`src/hw/rtl/lps_pkg.sv`:
```
// shared types and constants of the log level prefix stripper
package lps_pkg;

	localparam int PREFIX_DIGITS_MAX_DEF = 16;
	localparam int QUEUE_DEPTH = 2;

	localparam logic [7:0] CH_LT = 8'h3C;
	localparam logic [7:0] CH_GT = 8'h3E;
	localparam logic [7:0] CH_NL = 8'h0A;
	localparam logic [7:0] CH_ZERO = 8'h30;
	localparam logic [7:0] CH_NINE = 8'h39;
	localparam logic [3:0] DIGIT_HI_NIBBLE = 4'h3;
	localparam logic [3:0] LEVEL_DIGIT_MAX = 4'd7;
	localparam logic [2:0] LEVEL_RESET = 3'd4;

	typedef enum logic [2:0] {
		PH_START  = 3'b001,
		PH_DIGITS = 3'b010,
		PH_BODY   = 3'b100
	} phase_t;

	typedef enum logic {
		CMD_BYTE   = 1'b0,
		CMD_REPLAY = 1'b1
	} cmd_kind_t;

	typedef struct packed {
		cmd_kind_t  kind;
		logic [7:0] ch;
		logic [2:0] level;
	} cmd_t;

endpackage

```
`src/hw/rtl/lps_stream_if.sv`:
```
// byte input and result output channel interfaces
interface lps_in_if;
	logic       valid;
	logic       ready;
	logic [7:0] in_char;

	modport source (output valid, output in_char, input ready);
	modport sink (input valid, input in_char, output ready);
endinterface

interface lps_out_if;
	logic       valid;
	logic       ready;
	logic [7:0] out_char;
	logic [2:0] out_level;
	logic       line_end;
	logic       last;

	modport source (output valid, output out_char, output out_level, output line_end,
		output last, input ready);
	modport sink (input valid, input out_char, input out_level, input line_end,
		input last, output ready);
endinterface

```
`src/hw/rtl/lps_front.sv`:
```
// front end: prefix parser that classifies each byte and pushes an emit command for plain and replay bytes
module lps_front #(
	parameter int PREFIX_DIGITS_MAX = lps_pkg::PREFIX_DIGITS_MAX_DEF
) (
	input  logic                                 clk,
	input  logic                                 arst_n,
	input  logic                                 cfg_we,
	input  logic [2:0]                           cfg_wdata,
	lps_in_if.sink                               byte_in,
	input  logic                                 full,
	output logic                                 push,
	output lps_pkg::cmd_t                        push_cmd,
	output logic [$clog2(PREFIX_DIGITS_MAX+1)-1:0] push_cnt,
	output logic [PREFIX_DIGITS_MAX*4-1:0]       push_digits
);
	import lps_pkg::*;

	localparam int CW = $clog2(PREFIX_DIGITS_MAX + 1);
	localparam int IW = $clog2(PREFIX_DIGITS_MAX);

	phase_t          phase_q, phase_n;
	logic [CW-1:0]   cnt_q, cnt_n;
	logic [2:0]      acc_q, acc_n;
	logic [2:0]      line_level_q, line_level_n;
	logic [2:0]      default_level_q;
	logic [3:0]      held_q [PREFIX_DIGITS_MAX];
	logic            wr_en;
	logic            accept;
	logic            push_c;
	logic [7:0]      ch;
	logic            is_digit;
	logic            is_nl;
	phase_t          after_byte;

	assign byte_in.ready = !full;
	assign accept = byte_in.valid && byte_in.ready;
	assign ch = byte_in.in_char;
	assign is_digit = (ch >= CH_ZERO) && (ch <= CH_NINE);
	assign is_nl = (ch == CH_NL);
	assign after_byte = is_nl ? PH_START : PH_BODY;
	assign push = accept && push_c;
	assign push_cnt = cnt_q;

	always_comb begin
		for (int i = 0; i < PREFIX_DIGITS_MAX; i++) begin
			push_digits[i*4 +: 4] = held_q[i];
		end
	end

	always_comb begin
		phase_n = phase_q;
		cnt_n = cnt_q;
		acc_n = acc_q;
		line_level_n = line_level_q;
		wr_en = 1'b0;
		push_c = 1'b0;
		push_cmd.kind = CMD_BYTE;
		push_cmd.ch = ch;
		push_cmd.level = line_level_q;
		case (phase_q)
			PH_START: begin
				if (ch == CH_LT) begin
					phase_n = PH_DIGITS;
					cnt_n = '0;
					acc_n = '0;
				end else begin
					push_c = 1'b1;
					push_cmd.level = default_level_q;
					line_level_n = default_level_q;
					phase_n = after_byte;
				end
			end
			PH_DIGITS: begin
				if (is_digit && (cnt_q < CW'(PREFIX_DIGITS_MAX))) begin
					wr_en = 1'b1;
					cnt_n = cnt_q + CW'(1);
					acc_n = {acc_q[1:0], 1'b0} + ch[2:0];
				end else if ((ch == CH_GT) && (cnt_q != '0) &&
						!((cnt_q == CW'(1)) && (held_q[0] > LEVEL_DIGIT_MAX))) begin
					line_level_n = acc_q;
					cnt_n = '0;
					acc_n = '0;
					phase_n = PH_BODY;
				end else begin
					push_c = 1'b1;
					push_cmd.kind = CMD_REPLAY;
					push_cmd.level = default_level_q;
					line_level_n = default_level_q;
					cnt_n = '0;
					acc_n = '0;
					phase_n = after_byte;
				end
			end
			PH_BODY: begin
				push_c = 1'b1;
				phase_n = after_byte;
			end
			default: begin
				phase_n = PH_START;
			end
		endcase
	end

	always_ff @(posedge clk or negedge arst_n) begin
		if (!arst_n) begin
			phase_q <= PH_START;
			cnt_q <= '0;
			acc_q <= '0;
			line_level_q <= '0;
		end else if (accept) begin
			phase_q <= phase_n;
			cnt_q <= cnt_n;
			acc_q <= acc_n;
			line_level_q <= line_level_n;
		end
	end

	always_ff @(posedge clk or negedge arst_n) begin
		if (!arst_n) begin
			default_level_q <= LEVEL_RESET;
		end else if (cfg_we) begin
			default_level_q <= cfg_wdata;
		end
	end

	always_ff @(posedge clk) begin
		if (accept && wr_en) begin
			held_q[cnt_q[IW-1:0]] <= ch[3:0];
		end
	end

endmodule

```
`src/hw/rtl/lps_queue.sv`:
```
// short command queue between parser and emitter
module lps_queue #(
	parameter int WIDTH = 8
) (
	input  logic             clk,
	input  logic             arst_n,
	input  logic             push,
	input  logic [WIDTH-1:0] push_data,
	output logic             full,
	input  logic             pop,
	output logic             head_valid,
	output logic [WIDTH-1:0] head_data
);
	import lps_pkg::*;

	localparam int PW = (QUEUE_DEPTH > 1) ? $clog2(QUEUE_DEPTH) : 1;
	localparam int NW = $clog2(QUEUE_DEPTH + 1);

	logic [WIDTH-1:0] mem_q [QUEUE_DEPTH];
	logic [PW-1:0]    wr_ptr_q;
	logic [PW-1:0]    rd_ptr_q;
	logic [NW-1:0]    count_q;

	assign full = (count_q == NW'(QUEUE_DEPTH));
	assign head_valid = (count_q != '0);
	assign head_data = mem_q[rd_ptr_q];

	always_ff @(posedge clk or negedge arst_n) begin
		if (!arst_n) begin
			wr_ptr_q <= '0;
			rd_ptr_q <= '0;
			count_q <= '0;
		end else begin
			if (push) begin
				wr_ptr_q <= (wr_ptr_q == PW'(QUEUE_DEPTH - 1)) ? '0 : wr_ptr_q + PW'(1);
			end
			if (pop) begin
				rd_ptr_q <= (rd_ptr_q == PW'(QUEUE_DEPTH - 1)) ? '0 : rd_ptr_q + PW'(1);
			end
			if (push && !pop) begin
				count_q <= count_q + NW'(1);
			end else if (pop && !push) begin
				count_q <= count_q - NW'(1);
			end
		end
	end

	always_ff @(posedge clk) begin
		if (push) begin
			mem_q[wr_ptr_q] <= push_data;
		end
	end

endmodule

```
`src/hw/rtl/lps_back.sv`:
```
// back end: emits plain bytes and replays failed prefixes byte by byte
module lps_back #(
	parameter int PREFIX_DIGITS_MAX = lps_pkg::PREFIX_DIGITS_MAX_DEF
) (
	input  logic                                              clk,
	input  logic                                              arst_n,
	input  logic                                              head_valid,
	input  logic [$clog2(PREFIX_DIGITS_MAX+1)+PREFIX_DIGITS_MAX*4+$bits(lps_pkg::cmd_t)-1:0]
		head_data,
	output logic                                              pop,
	lps_out_if.source                                         result_out
);
	import lps_pkg::*;

	localparam int CW = $clog2(PREFIX_DIGITS_MAX + 1);
	localparam int IW = $clog2(PREFIX_DIGITS_MAX);
	localparam int PW = $clog2(PREFIX_DIGITS_MAX + 2);
	localparam int DW = PREFIX_DIGITS_MAX * 4;

	cmd_t            head_cmd;
	logic [CW-1:0]   head_cnt;
	logic [DW-1:0]   head_digits;
	logic [PW-1:0]   pos_q;
	logic [PW-1:0]   pos_m1;
	logic [PW-1:0]   end_pos;
	logic            is_rep;
	logic            at_end;
	logic            fire;
	logic [7:0]      char_c;

	assign {head_cnt, head_digits, head_cmd} = head_data;
	assign is_rep = (head_cmd.kind == CMD_REPLAY);
	assign end_pos = PW'(head_cnt) + PW'(1);
	assign at_end = !is_rep || (pos_q == end_pos);
	assign pos_m1 = pos_q - PW'(1);

	always_comb begin
		if (!is_rep || at_end) begin
			char_c = head_cmd.ch;
		end else if (pos_q == '0) begin
			char_c = CH_LT;
		end else begin
			char_c = {DIGIT_HI_NIBBLE, head_digits[pos_m1[IW-1:0]*4 +: 4]};
		end
	end

	assign result_out.valid = head_valid;
	assign result_out.out_char = char_c;
	assign result_out.out_level = head_cmd.level;
	assign result_out.line_end = (char_c == CH_NL);
	assign result_out.last = at_end;

	assign fire = result_out.valid && result_out.ready;
	assign pop = fire && at_end;

	always_ff @(posedge clk or negedge arst_n) begin
		if (!arst_n) begin
			pos_q <= '0;
		end else if (pop) begin
			pos_q <= '0;
		end else if (fire) begin
			pos_q <= pos_q + PW'(1);
		end
	end

`ifndef SYNTHESIS
	a_pos_bound: assert property (@(posedge clk) disable iff (!arst_n)
		head_valid && is_rep |-> pos_q <= end_pos)
		else $error("replay position past end of command");
	a_plain_no_pos: assert property (@(posedge clk) disable iff (!arst_n)
		head_valid && !is_rep |-> pos_q == '0)
		else $error("plain byte command with nonzero replay position");
	a_replay_continues: assert property (@(posedge clk) disable iff (!arst_n)
		fire && !at_end |=> result_out.valid)
		else $error("replay interrupted before its last item");
`endif

endmodule

```
`src/hw/rtl/log_level_prefix_stripper.sv`:
```
// top level of the log level prefix stripper
//
// channel     dir  fields                                   handshake
// byte_in     in   in_char[7:0]                             valid/ready
// result_out  out  out_char[7:0] out_level[2:0] line_end last valid/ready
// cfg         in   cfg_wdata[2:0] (default level)           cfg_we, no wait
//
// one input item per cycle; a plain byte leaves one result, a prefix byte none
// a failed prefix replays up to PREFIX_DIGITS_MAX+2 results, one per cycle unless stalled
// byte_in stalls only when the command queue between parser and emitter is full
// reset clears parser state and the queue; default level resets to 4
module log_level_prefix_stripper #(
	parameter int PREFIX_DIGITS_MAX = lps_pkg::PREFIX_DIGITS_MAX_DEF
) (
	input  logic       clk,
	input  logic       arst_n,
	input  logic       cfg_we,
	input  logic [2:0] cfg_wdata,
	lps_in_if.sink     byte_in,
	lps_out_if.source  result_out
);
	import lps_pkg::*;

	localparam int CW = $clog2(PREFIX_DIGITS_MAX + 1);
	localparam int DW = PREFIX_DIGITS_MAX * 4;
	localparam int QW = CW + DW + $bits(cmd_t);

	logic          push;
	cmd_t          push_cmd;
	logic [CW-1:0] push_cnt;
	logic [DW-1:0] push_digits;
	logic          full;
	logic          pop;
	logic          head_valid;
	logic [QW-1:0] head_data;

	lps_front #(.PREFIX_DIGITS_MAX(PREFIX_DIGITS_MAX)) u_front (
		.clk         (clk),
		.arst_n      (arst_n),
		.cfg_we      (cfg_we),
		.cfg_wdata   (cfg_wdata),
		.byte_in     (byte_in),
		.full        (full),
		.push        (push),
		.push_cmd    (push_cmd),
		.push_cnt    (push_cnt),
		.push_digits (push_digits)
	);

	lps_queue #(.WIDTH(QW)) u_queue (
		.clk        (clk),
		.arst_n     (arst_n),
		.push       (push),
		.push_data  ({push_cnt, push_digits, push_cmd}),
		.full       (full),
		.pop        (pop),
		.head_valid (head_valid),
		.head_data  (head_data)
	);

	lps_back #(.PREFIX_DIGITS_MAX(PREFIX_DIGITS_MAX)) u_back (
		.clk        (clk),
		.arst_n     (arst_n),
		.head_valid (head_valid),
		.head_data  (head_data),
		.pop        (pop),
		.result_out (result_out)
	);

endmodule

```
`src/flat_wrapper.sv`:
```
// flat-port wrapper written by rule: the top's interface ports become plain ports
module log_level_prefix_stripper_flat import lps_pkg::*;
#(
	parameter int PREFIX_DIGITS_MAX = lps_pkg::PREFIX_DIGITS_MAX_DEF
)
  (clk, arst_n, cfg_we, cfg_wdata, byte_in_valid, byte_in_in_char, byte_in_ready, result_out_valid, result_out_out_char, result_out_out_level, result_out_line_end, result_out_last, result_out_ready);
  lps_in_if byte_in_i ();
  lps_out_if result_out_i ();
  input  logic clk;
  input  logic arst_n;
  input  logic cfg_we;
  input  logic [2:0] cfg_wdata;
  input wire logic [$bits(byte_in_i.valid)-1:0] byte_in_valid;
  input wire logic [$bits(byte_in_i.in_char)-1:0] byte_in_in_char;
  output wire logic [$bits(byte_in_i.ready)-1:0] byte_in_ready;
  output wire logic [$bits(result_out_i.valid)-1:0] result_out_valid;
  output wire logic [$bits(result_out_i.out_char)-1:0] result_out_out_char;
  output wire logic [$bits(result_out_i.out_level)-1:0] result_out_out_level;
  output wire logic [$bits(result_out_i.line_end)-1:0] result_out_line_end;
  output wire logic [$bits(result_out_i.last)-1:0] result_out_last;
  input wire logic [$bits(result_out_i.ready)-1:0] result_out_ready;
  assign byte_in_i.valid = byte_in_valid;
  assign byte_in_i.in_char = byte_in_in_char;
  assign byte_in_ready = byte_in_i.ready;
  assign result_out_valid = result_out_i.valid;
  assign result_out_out_char = result_out_i.out_char;
  assign result_out_out_level = result_out_i.out_level;
  assign result_out_line_end = result_out_i.line_end;
  assign result_out_last = result_out_i.last;
  assign result_out_i.ready = result_out_ready;
  log_level_prefix_stripper #(.PREFIX_DIGITS_MAX(PREFIX_DIGITS_MAX)) u_core (.clk(clk), .arst_n(arst_n), .cfg_we(cfg_we), .cfg_wdata(cfg_wdata), .byte_in(byte_in_i), .result_out(result_out_i));
endmodule
```
`config.mk`:
```
export PLATFORM = sky130hd
export DESIGN_NAME = log_level_prefix_stripper_flat
export DESIGN_NICKNAME = d
export VERILOG_FILES = /design/src/hw/rtl/lps_pkg.sv /design/src/hw/rtl/lps_stream_if.sv /design/src/hw/rtl/lps_front.sv /design/src/hw/rtl/lps_queue.sv /design/src/hw/rtl/lps_back.sv /design/src/hw/rtl/log_level_prefix_stripper.sv /design/src/flat_wrapper.sv
export SDC_FILE = /design/constraint.sdc
export NUM_CORES = 1
export LEC_CHECK = 0
export ABC_AREA = 1
export BUFFER_PORTS_ARGS = -buffer_cell sky130_fd_sc_hd__buf_2
export CAP_MARGIN = 20
export CORE_MARGIN = 8
export CORE_UTILIZATION = 50
export CTS_CLUSTER_DIAMETER = 50
export DETAILED_ROUTE_END_ITERATION = 6
export PLACE_DENSITY = 0.69
export SLEW_MARGIN = 20
export SYNTH_ARGS = -nofsm -noshare
export SYNTH_HDL_FRONTEND = slang
export SYNTH_SLANG_ARGS = --single-unit
```
`constraint.sdc`:
```
create_clock -name clk -period 4.94 [get_ports clk]
set_clock_uncertainty 0.2 [all_clocks]
set_input_delay 0.988 -clock clk [delete_from_list [all_inputs] [get_ports clk]]
set_output_delay 0.988 -clock clk [all_outputs]
set_load 0.02 [all_outputs]
```
Word-level counts from Yosys, hierarchy flattened
Memory sizes are Yosys's and may differ from the RTL's. Index checks and enable logic that the tools add are counted.

Bits in registers: 26. Memory bits (writable): 226. Input bits: 16. Output and inout port bits: 15. Logic and storage cells: 102. Memories: 2.

Memories: u_core.u_queue.mem_q (words 2, width 81, rd ports 1, clocked after Yosys merged registers in 0, write ports 1, line lps_queue.sv:19) `logic [WIDTH-1:0] mem_q [QUEUE_DEPTH];`; u_core.u_front.held_q (words 16, width 4, rd ports 16, clocked after Yosys merged registers in 0, write ports 1, line lps_front.sv:26) `logic [3:0] held_q [PREFIX_DIGITS_MAX];`.

$add $sub $neg: 9. Order comparisons: 4. Equality and inequality tests: 12. Shifts and indexed selects: 1. Mux-type cells: 37. Reductions and logical operators: 28.

Operator list (number): $shiftx 64x7->4 (1); $mux 3 (11); $mux 5 (4); $pmux 3 s2 (3); $eq 8x4->1 const B (2); $eq 8x6->1 const B (2); $add 5x1->5 const B (3); $logic_and 1x1->1 (12); $mux 1 (12); $pmux 5 s2 (1); $pmux 3 s3 (1); $ge 8x6->1 const B (1); $le 8x6->1 const B (1); $mux 8 (1); $reduce_bool 2->1 (4); $reduce_and 3->1 (2); $eq 5x1->1 const B (1); $eq 5x5->1 (1); $logic_not 1->1 (5); $logic_not 5->1 (1); $lt 5x5->1 const B (1); $reduce_bool 5->1 (1); $gt 4x3->1 const B (1); $mux 2 (2); 14 further kinds (17).

Depth between registers and ports, before layout
An unclocked memory read counts as a cell.

Word-level depth: 13. Mapped depth: 17. Gate-level depth less buffers: 17.

By module
From an unflattened synthesis, not the netlist that was laid out.

Cells, all modules: 810. Area total of the unflattened synthesis: 11100.6 µm².

Modules (own cells, without submodules): lps_queue (instances 1, cells each 277, area an instance 6451.2 µm², sequential area each 4964.8 µm²); lps_front (instances 1, cells each 269, area an instance 3326.9 µm², sequential area each 2349.8 µm²); lps_back (instances 1, cells each 264, area an instance 1322.5 µm², sequential area each 125.1 µm²).

Worst setup path before layout
OpenSTA, ideal clock, no wires.

Path type: input port to flip-flop. Start: input byte_in_in_char[5]. End: memory u_core.u_queue.mem_q[1][0] (netlist bit), enable pin. Setup time: 0.522 ns. Arrival: 5.056 ns. Data required time: 4.218 ns. Slack: -0.838 ns. Cell stages on the path: 11. Buffers on the path: 0. Cell sequence: nand2_1 -> inv_1 -> nand2_1 -> nor3_1 -> nand2_1 -> inv_1 -> nor2_1 -> nand2_1 -> nand2_1 -> nand2_1 -> nor2_1.

Longest elaborated chain between the ends: 9. Elaborated cells between the ends (all ways): 15. Classes of those cells: order compare (2); eq/ne (2); mux (6); reduce/logical (5).

RTL lines: start: declaration (line flat_wrapper.sv:14) `input wire logic [$bits(byte_in_i.in_char)-1:0] byte_in_in_char;`; branches (longest 5 deep; another with $ge 8x6->1); $pmux 1 s3 * (line lps_front.sv:60) `case (phase_q)`; $logic_and 1x1->1 * (line lps_front.sv:41) `assign push = accept && push_c;`; $mux 1 * (line lps_queue.sv:49) `if (push) begin`; $mux 1 (not written as such) * (line lps_queue.sv:50) `mem_q[wr_ptr_q] <= push_data;`; end: declaration (line lps_queue.sv:19).

Mark *: on every way between the ends.

Final worst setup path
Start: register u_core.u_queue.rd_ptr_q. End: output result_out_line_end.

Longest elaborated chain between the ends: 7. Elaborated cells between the ends (all ways): 10. Classes of those cells: add/sub (1); eq/ne (2); shift (1); mux (2); reduce/logical (3); memory (1).

RTL lines: start: declaration (line lps_queue.sv:21) `logic [PW-1:0] rd_ptr_q;`; start signal: assignment (line lps_queue.sv:38) `rd_ptr_q <= (rd_ptr_q == PW'(QUEUE_DEPTH - 1)) ? '0 : rd_ptr_q + PW'(1);`; $mem_v2 2x81 *; $add 5x1->5 (line lps_back.sv:33) `assign end_pos = PW'(head_cnt) + PW'(1);`; $eq 5x5->1 (line lps_back.sv:34) `assign at_end = !is_rep || (pos_q == end_pos);`; $logic_or 1x1->1 (line lps_back.sv:34); $logic_or 1x1->1 (line lps_back.sv:38) `if (!is_rep || at_end) begin`; $mux 8 * (line lps_back.sv:38); $eq 8x4->1 * (line lps_back.sv:50) `assign result_out.line_end = (char_c == CH_NL);`; end: declaration (line flat_wrapper.sv:19) `output wire logic [$bits(result_out_i.line_end)-1:0] result_out_line_end;`.

Mark *: on every way between the ends. The rest lies on a longest branch, timed or not.

==> results.json <==
{
  "core-area_um2": 20800,
  "crit_required_ns": 3.75,
  "gr-usage-all-layers_pct": 17.2,
  "crit_arrival_ns": 3.19,
  "net_count_of_the_finished_layout": 977,
  "power_density_nw_per_um2": 595,
  "synth.lib_cells_used.distinct": 38,
  "grt_max_degree": 77,
  "cts_post_setup_buffers_inserted": 0,
  "whs_ns": 0.236,
  "worst_path_largest_cell_delay_ns": 0.48,
  "syn-instance-count": 908,
  "critPathTopFamily": "simple AND/OR/NAND/NOR gates",
  "cts_root_buf": "sky130_fd_sc_hd__clkbuf_16",
  "post_synth.cell_area_avg_um2": 11.5,
  "flow.area_growth_from_synthesis_pct": 13.5,
  "layout.cells.most_common_list": "sky130_fd_sc_hd__nand2_1 (270), sky130_fd_sc_hd__edfxtp_1 (226), sky130_fd_sc_hd__nor2_1 (87)",
  "syn-num-nets": 934,
  "number_of_global_route_vias_before_repair": 6626,
  "h_tree_levels": 1,
  "number_of_cells_in_the_design_after_placement": 1196,
  "yosysSeqAreaShare_pct": 71.2,
  "drt_drc_violations_left": 0,
  "fin_cells": 1248,
  "hold_class": "reg2reg",
  "maxClockFrequency_mhz": 228,
  "clock_sink_count": 252,
  "maxCapViolations": 0,
  "gp_weighted_congestion": 0.845,
  "yosys_register_bits": 252,
  "path_class": "reg2out",
  "port_buffers": 30,
  "number_of_flops_mapped_to_enable_cells_by_yosys": 226,
  "grt_setup_unrepaired": "no",
  "dr_total_vias": 6585,
  "crit_path_cell_trace": "buf_4 -> nand2_2 -> nand2_2 -> ha_1 -> xnor2_1 -> nand2_1 -> nor2_1 -> nand2_1 -> nor2_1 -> nand2_1 -> nand2_2 -> nand3_1 -> nand2_1 -> nand3_1 -> nor2_1 -> buf_2",
  "detailedRoute.firstIterationViolations": 610,
  "mostFrequentLayoutCell": "sky130_fd_sc_hd__nand2_1",
  "cts_resized": 0,
  "max-slew-margin-rel_pct": 58.3,
  "irDropWorstVdd_mv": 0.384,
  "routed_wl_mm": 22.3,
  "die_x_um": 161,
  "cts_buffers": 28,
  "final_cell_area_um2": 11900,
  "path_max_fanout": 48,
  "finalMaxSlewViolations": 0,
  "io_pins": 31,
  "fin_setup_tns_ns": 0,
  "p_leak_nw": 4.66,
  "post_synth_instance_area_um2": 10400,
  "post-layout-total-power_mw": 7.05,
  "worstSkewPairLatency_ns": 0.53,
  "run_status": "completed",
  "count_of_buffering_cells_on_the_critical_path_with_inverters_included": 2,
  "synth_area_leader_cell": "sky130_fd_sc_hd__edfxtp_1",
  "max_slew.worst_pin.slew_ns": 0.625,
  "routedWlPerCell_um": 17.8,
  "postPlaceCellArea_um2": 10900,
  "crit_top_cell": "sky130_fd_sc_hd__nand2_1",
  "clk_pin_slew_worst_paths_ns": 0.06,
  "sum_of_overflow_across_all_layers_after_global_routing": 0,
  "timing.critical_path.slowest_stage_cell": "sky130_fd_sc_hd__buf_4",
  "yosys-top-cells-area": "sky130_fd_sc_hd__edfxtp_1 (65%), sky130_fd_sc_hd__nand2_1 (9.7%), sky130_fd_sc_hd__dfrtp_1 (5.7%), sky130_fd_sc_hd__nand3_1 (3.8%), sky130_fd_sc_hd__nor2_1 (3.2%)",
  "hpwlAfterDp_mm": 13.8,
  "grt_antenna_before_repair": 0,
  "fillerInstances": 1667,
  "tritoncts_clock_tree": "yes",
  "setup_viol": 0,
  "cts.path.max_buffers": 3,
  "yosys.area.top_type_share_pct": 65.0,
  "start_kind": "flop",
  "grt_first_pass_wirelength_mm": 35.2,
  "synth_warnings": 0,
  "drt-vias-per-instance": 5.28,
  "diodes": 0,
  "placementRows": 53,
  "critical_path.endpoint_type": "output pin",
  "post_detailed_route_count_of_antenna_violating_nets": 0,
  "proportion_of_layout_cells_with_a_drive_suffix_above_1_pct": 11.3,
  "ys_dominant_reg_cell": "sky130_fd_sc_hd__edfxtp_1",
  "cts-hold-fix-buffers": 0,
  "final.period_utilization_pct": 88.7,
  "die_h_um": 161,
  "final.min_clock_period_ns": 4.38,
  "drt-pass1-iter-count": 5,
  "synthArstFlopShare_pct": 10.3,
  "final_hold_viol_count": 0,
  "die_area_um2": 25800,
  "starting_density_of_the_core_pct": 50.3
}
==> through the flow <==
step	util [%]	setup WS [ns]
5_1_grt	57.1	0.306
3_5_place_dp	52.4	1.13
6_report	57.1	0.557
4_1_cts	57.1	0.532
2_1_floorplan	-	0.520
3_3_place_gp	52.4	1.21
==> power breakdown <==
| part | internal [mW] | leakage [nW] | total (mW) | switching [mW] |
|---|---|---|---|---|
| clock network | 1.27 | 0.471 | 2.12 | 0.845 |
| registers | 2.68 | 2.34 | 2.77 | 0.0950 |
| logic | 0.626 | 1.85 | 2.16 | 1.53 |
==> per-layer routing <==
layer  track usage [%]  up-vias  part of all wire [%]
met2              29.2      209                    49
met1              22.0     3162                    42
li1                  -     3169                     -
met4              6.71        0                   2.9
met3              2.23       45                   5.8
met5                 0        -                     0
==> state kept, by name, indices dropped and copies added, names as in the netlist <==
signal	flops
u_core.u_back.pos_q	5
u_core.u_front.acc_q	3
u_core.u_front.default_level_q	3
u_core.u_front.held_q	64
u_core.u_front.line_level_q	3
u_core.u_front.phase_q	3
u_core.u_front.push_cnt	5
u_core.u_queue.count_q	2
u_core.u_queue.mem_q	162
u_core.u_queue.rd_ptr_q	1
u_core.u_queue.wr_ptr_q	1
==> final cells by class <==
class / instances / area [µm²] / share of cell area [%]
Clock buffer: 34 / 764 / 6.45
Clock inverter: 18 / 205 / 1.73
Inverter: 73 / 275 / 2.32
Tap cell: 275 / 344 / 2.90
Timing Repair Buffer: 41 / 258 / 2.17
Sequential cell: 252 / 7440 / 62.8
Multi-Input combinational cell: 555 / 2560 / 21.6
==> logic make-up (layout without fill, tap and decap cells) <==
group,after synthesis,after routing,share of synthesized area [%]
xor+xnor,12,12,1.08
simple gates,463,463,18.4
buf+inv,101,166,4.36
flops,252,252,71.2
compound gates,68,68,3.58
mux,2,2,0.192
fa+ha+maj,10,10,1.20
==> worst paths after layout <==
check,cells past startpoint,slack (ns),from,to
worst max-delay path,16,0.56,u_core.u_queue.rd_ptr_q,result_out_line_end
worst min-delay path,0,0.24,u_core.u_front.held_q[4][1],u_core.u_queue.mem_q[0][29]
worst max register to register,16,1.60,u_core.u_queue.rd_ptr_q,u_core.u_queue.count_q[1]
worst min register to register,0,0.24,u_core.u_front.held_q[4][1],u_core.u_queue.mem_q[0][29]
max in group asynchronous,1,3.83,arst_n,u_core.u_queue.rd_ptr_q
min in group asynchronous,1,0.26,arst_n,u_core.u_back.pos_q[0]
==> cells in the mapped netlist, types with 2 or more instances <==
master	number
sky130_fd_sc_hd__nor3_1	7
sky130_fd_sc_hd__buf_4	4
sky130_fd_sc_hd__o221ai_1	3
sky130_fd_sc_hd__inv_1	68
sky130_fd_sc_hd__buf_6	6
sky130_fd_sc_hd__nand3b_1	2
sky130_fd_sc_hd__nand3_1	79
sky130_fd_sc_hd__xnor2_1	3
sky130_fd_sc_hd__dfrtp_1	24
sky130_fd_sc_hd__mux2i_1	2
sky130_fd_sc_hd__clkbuf_1	2
sky130_fd_sc_hd__o22ai_1	4
sky130_fd_sc_hd__nor3_2	3
sky130_fd_sc_hd__a21oi_1	8
sky130_fd_sc_hd__nand4_1	5
sky130_fd_sc_hd__edfxtp_1	226
sky130_fd_sc_hd__nor2_1	89
sky130_fd_sc_hd__nand2_2	3
sky130_fd_sc_hd__ha_1	10
sky130_fd_sc_hd__xor2_1	8
sky130_fd_sc_hd__nor2_2	3
sky130_fd_sc_hd__o21ai_1	7
sky130_fd_sc_hd__inv_2	4
sky130_fd_sc_hd__buf_2	11
sky130_fd_sc_hd__nand2_1	270
sky130_fd_sc_hd__buf_1	4
sky130_fd_sc_hd__o211ai_1	3
sky130_fd_sc_hd__o21ai_0	39
sky130_fd_sc_hd__dfstp_2	2
No activity file was read; power rests on OpenSTA's default activity.
